[src/hw/rtl/mnpe_pkg.sv]
package mnpe_pkg;

  // Storage layout: one error word followed by three ten-term polynomials.
  localparam int unsigned WORDS_PER_PIXEL = 31;
  localparam int unsigned TERMS           = 10;
  localparam int unsigned COEF_W          = 32;

  // Internal widths, sized for a search radius of up to 31.
  localparam int unsigned OFS_W  = 6;   // signed window offset
  localparam int unsigned D2_W   = 11;  // squared distance, at most 1922
  localparam int unsigned ROOT_W = 22;  // Q.16 distance
  localparam int unsigned FACT_W = 24;  // weight factor, kept with a sign bit
  localparam int unsigned COST_W = 57;  // error times factor, Q.32
  localparam int unsigned BEST_W = 25;  // integer part of the best cost
  localparam int unsigned MONO_W = 16;  // signed monomial up to 31 cubed
  localparam int unsigned PROD_W = MONO_W + COEF_W;
  localparam int unsigned ACC_W  = 52;

  localparam int START_BEST = 9999;
  localparam int COLOUR_MAX = 255;

  localparam int unsigned CFG_IDX_W = 2;
  localparam logic [CFG_IDX_W-1:0] CFG_WIDTH    = 2'd0;
  localparam logic [CFG_IDX_W-1:0] CFG_HEIGHT   = 2'd1;
  localparam logic [CFG_IDX_W-1:0] CFG_RADIUS   = 2'd2;
  localparam logic [CFG_IDX_W-1:0] CFG_DEMERIT  = 2'd3;

  localparam logic REQ_WRITE   = 1'b0;
  localparam logic REQ_COMPUTE = 1'b1;

  typedef struct packed {
    logic            start;
    logic [D2_W-1:0] d2;
  } sqrt_req_t;

  typedef struct packed {
    logic              done;
    logic [ROOT_W-1:0] root;
  } sqrt_rsp_t;

endpackage

[src/hw/rtl/mnpe_isqrt.sv]
module mnpe_isqrt (
  input  logic                 clk_i,
  input  logic                 rst_ni,
  input  mnpe_pkg::sqrt_req_t  req_i,
  output mnpe_pkg::sqrt_rsp_t  rsp_o
);
  import mnpe_pkg::*;

  // Digit-recurrence root of d2 * 2^32, one result bit per cycle.
  logic [2*ROOT_W-1:0] rad_q, rad_d;
  logic [ROOT_W+3:0]   rem_q, rem_d, rem_sh, trial;
  logic [ROOT_W-1:0]   root_q, root_d;
  logic [4:0]          cnt_q, cnt_d;
  logic                busy_q, busy_d, done_q, done_d;

  assign rem_sh = {rem_q[ROOT_W+1:0], rad_q[2*ROOT_W-1 -: 2]};
  assign trial  = {2'b00, root_q, 2'b01};

  always_comb begin
    rad_d  = rad_q;
    rem_d  = rem_q;
    root_d = root_q;
    cnt_d  = cnt_q;
    busy_d = busy_q;
    done_d = 1'b0;
    if (req_i.start) begin
      rad_d  = {1'b0, req_i.d2, 32'b0};
      rem_d  = '0;
      root_d = '0;
      cnt_d  = '0;
      busy_d = 1'b1;
    end else if (busy_q) begin
      rad_d = {rad_q[2*ROOT_W-3:0], 2'b00};
      if (rem_sh >= trial) begin
        rem_d  = rem_sh - trial;
        root_d = {root_q[ROOT_W-2:0], 1'b1};
      end else begin
        rem_d  = rem_sh;
        root_d = {root_q[ROOT_W-2:0], 1'b0};
      end
      cnt_d = cnt_q + 5'd1;
      if (cnt_q == 5'(ROOT_W - 1)) begin
        busy_d = 1'b0;
        done_d = 1'b1;
      end
    end
  end

  always_ff @(posedge clk_i or negedge rst_ni) begin
    if (!rst_ni) begin
      busy_q <= 1'b0;
      done_q <= 1'b0;
      cnt_q  <= '0;
    end else begin
      busy_q <= busy_d;
      done_q <= done_d;
      cnt_q  <= cnt_d;
    end
  end

  always_ff @(posedge clk_i) begin
    rad_q  <= rad_d;
    rem_q  <= rem_d;
    root_q <= root_d;
  end

  assign rsp_o.done = done_q;
  assign rsp_o.root = root_q;

endmodule

[config.mk]
export PLATFORM = sky130hd
export DESIGN_NAME = mnpe_isqrt
export DESIGN_NICKNAME = d
export VERILOG_FILES = /design/src/hw/rtl/mnpe_pkg.sv /design/src/hw/rtl/mnpe_isqrt.sv
export SDC_FILE = /design/constraint.sdc
export NUM_CORES = 1
export LEC_CHECK = 0
export BUFFER_PORTS_ARGS = -buffer_cell sky130_fd_sc_hd__buf_4
export CAP_MARGIN = 20
export CORE_UTILIZATION = 45
export CTS_CLUSTER_SIZE = 14
export DETAILED_ROUTE_END_ITERATION = 10
export MAX_ROUTING_LAYER = met4
export SLEW_MARGIN = 20
export SYNTH_ARGS = -nofsm -noshare
export SYNTH_HDL_FRONTEND = slang
export SYNTH_SLANG_ARGS = --single-unit
[constraint.sdc]
create_clock -name clk_i -period 5.9 [get_ports clk_i]
set_input_delay 1.18 -clock clk_i [delete_from_list [all_inputs] [get_ports clk_i]]
set_output_delay 1.18 -clock clk_i [all_outputs]
set_load 0.02 [all_outputs]
==> impl_metrics.tcl <==
set metrics [dict create \
    rr_endpoint "rem_q[2]" \
    place_ws_ns 2.23 \
    cts_root_buffer "clkbuf_8" \
    clk_transition_reported_paths_ns 0.08 \
    htreeDepth 3 \
    place_inst 544 \
    relSlewSlack 0.298 \
    cts_tree "built" \
    cap_violations 0 \
    r2r_cells 10 \
    numCtsBuffers 9 \
    setup_viol_count_final 0 \
    yosys_warnings 0 \
    grt_pass1_vias 2804 \
    post_cts_buffers 0 \
    io_buffers 36 \
    fin_skew_ns 0.00747 \
    firstDrtPassIters 4 \
    hold_buffers 0 \
    cp-startpoint "root_q[9]" \
    arrival_ns 3.91 \
    synth-edff-count 11 \
    worstSetupPathType "register to register" \
    postCtsResizedCells 0 \
    synth_cells 420 \
    min_path_type "register to register" \
    r2r_setup_slack_ns 2.25 \
    critPathCapture "rem_q[2]" \
    grt_max_degree 66 \
    worstMarginPinSlew_ns 1.05 \
    final_common_cell "nor2_1" \
    period_needed_ns 3.65 \
    required_ns 6.16 \
    ant_nets 0 \
    clock_latency_ns 0.34 \
    final_cell_mix "54 x nor2_1, 47 x dfxtp_1, 37 x buf_4" \
    num_rows 33 \
    start_kind "register" \
    hold_viol 0 \
    die_x_um 94.3 \
    ys.flop_type "dfxtp_1" \
    synth_area_per_cell_um2 9.12 \
    report.final.slew_viol_count 0 \
    seq_area_frac_synth 0.377 \
    layout.cells.non_filler 560 \
    async_reset_ff_frac 0.108 \
    post-route-drc-count 0 \
    track_usage 0.199 \
    io_pins 37 \
    drive_gt1_frac 0.158 \
    max_freq_ghz 0.274 \
    vias_per_cell 5.36 \
    ys_ff_latch 65 \
    ir_drop_mv 0.220 \
    antenna_found_initial 0 \
    drt_iter0_drc 106 \
    outcome "completed" \
    start_util 0.466 \
    crit_fanout 21 \
    setup_tns_ns 0 \
    grt_overflow 0 \
    grt_pass1_wl_um 13400 \
    die-area_um2 8890 \
    place_congestion 0.844 \
    r2r-start "root_q[9]" \
    routedWlPerCell_um 14.4 \
    area_delta_synth_final_pct 15.1 \
    end_kind "register" \
    diodes 0 \
    nets 490 \
    synth_area_um2 3830 \
    drt-total-wl_um 8070 \
    coreArea_um2 8220 \
    clock_sinks 65 \
    powerDensity_nw_per_um2 534 \
    die_h_um 94.3 \
    fin_ws_ns 2.25 \
    synth_nets 460 \
    power_leakage_nw 2.01 \
    dp.final_hpwl_um 5560 \
    finalCritPeriodShare 0.618 \
    synth_cell_type_count 55 \
    rsz0062_at_grt "false" \
    cts_buffer_depth 2 \
    num_vias 3000 \
]
==> how the worst min path moves through the flow <==
stage,start,end,slack (ns),cells after the start
after CTS,rem_q[21],rem_q[21],0.49,2
after global placement,rem_q[22],rem_q[22],0.44,2
final,rem_q[22],rem_q[22],0.48,2
after detailed placement,rem_q[22],rem_q[22],0.47,2
after global routing,rem_q[22],rem_q[22],0.50,2
after floorplan,rem_q[22],rem_q[22],0.42,2
==> state kept, by name (all words and copies together), names as in the netlist <==
register	flops
root_q	22
busy_q	1
rem_q	24
cnt_q	5
rad_q	12
done_q	1
==> per-layer routing <==
metal | wire [um] | track usage
met3 | 242 | 0.0356
met2 | 3650 | 0.289
met1 | 4070 | 0.272
met5 | 0 | -
met4 | 106 | 0.0782
==> final cells by class <==
cell class              count  area (um2)
inverters                  31         116
flip-flops and latches     65        1450
well taps                 105         131
clock buffers              10         138
multi-input cells         306        2190
clock inverters             6         115
repair buffers             37         278
fillers                   777        3800
==> power breakdown <==
| part | internal (W) | switching (W) | total, W |
|---|---|---|---|
| sequential | 0.000535 | 0.0000600 | 0.000595 |
| clock | 0.000294 | 0.000186 | 0.000480 |
| combinational | 0.000572 | 0.000710 | 0.00128 |
| total | 0.00140 | 0.000956 | 0.00236 |
==> Yosys cell counts, drive strengths merged, types with 2 or more instances <==
cell | n | area share
a2111oi | 2 | 0.0046
o21a | 3 | 0.0059
nor2 | 54 | 0.053
a21boi | 3 | 0.0069
nor3 | 7 | 0.0091
a311oi | 3 | 0.0085
and2 | 4 | 0.0069
a21oi | 13 | 0.017
o311ai | 2 | 0.0091
or3 | 3 | 0.0049
inv | 31 | 0.030
ha | 26 | 0.085
edfxtp | 11 | 0.086
xor2 | 14 | 0.032
nor4 | 2 | 0.0033
nand3 | 9 | 0.012
a31oi | 6 | 0.0098
o21ai | 22 | 0.030
mux2 | 10 | 0.029
o211ai | 2 | 0.0039
xnor2 | 9 | 0.021
dfxtp | 47 | 0.25
buf | 6 | 0.010
clkbuf | 12 | 0.012
a211oi | 16 | 0.031
mux2i | 33 | 0.086
nor2b | 2 | 0.0033
nand2 | 27 | 0.027
nand4 | 5 | 0.0082
dfrtp | 7 | 0.046
o21bai | 7 | 0.014
a21o | 9 | 0.018
==> through the flow <==
step	hold slack (ns)	util	power (W)	instance area [um2]
global route	0.499	0.537	0.00254	4410
finish	0.482	0.537	0.00236	4410
global placement	0.436	0.506	0.00187	4160
detailed placement	0.472	0.506	0.00188	4160
floorplan	0.418	-	0.00164	3830
CTS	0.491	0.537	0.00237	4410
==> cells by family (layout without fill, tap and decap cells) <==
| logic type | after synthesis | after routing | share of synthesized area |
|---|---|---|---|
| compound gates | 96 | 96 | 0.181 |
| fa+ha+maj | 26 | 26 | 0.0849 |
| mux | 43 | 43 | 0.116 |
| flops | 65 | 65 | 0.377 |
| xor+xnor | 23 | 23 | 0.0526 |
| buf+inv | 49 | 84 | 0.0522 |
| simple gates | 118 | 118 | 0.137 |
==> worst max-delay path, cell delays in order, from the launching register on <==
cell      delay [ns]
dfxtp_1         0.38
inv_1           0.06
ha_1            0.42
nand4_1         0.19
nor4_1          0.43
a21boi_2        0.26
nor3_1          0.09
o21ai_2         0.31
and2_1          0.89
o21ai_0         0.25
a211oi_1        0.28
Note: power is estimated with default switching activity, not from simulation.
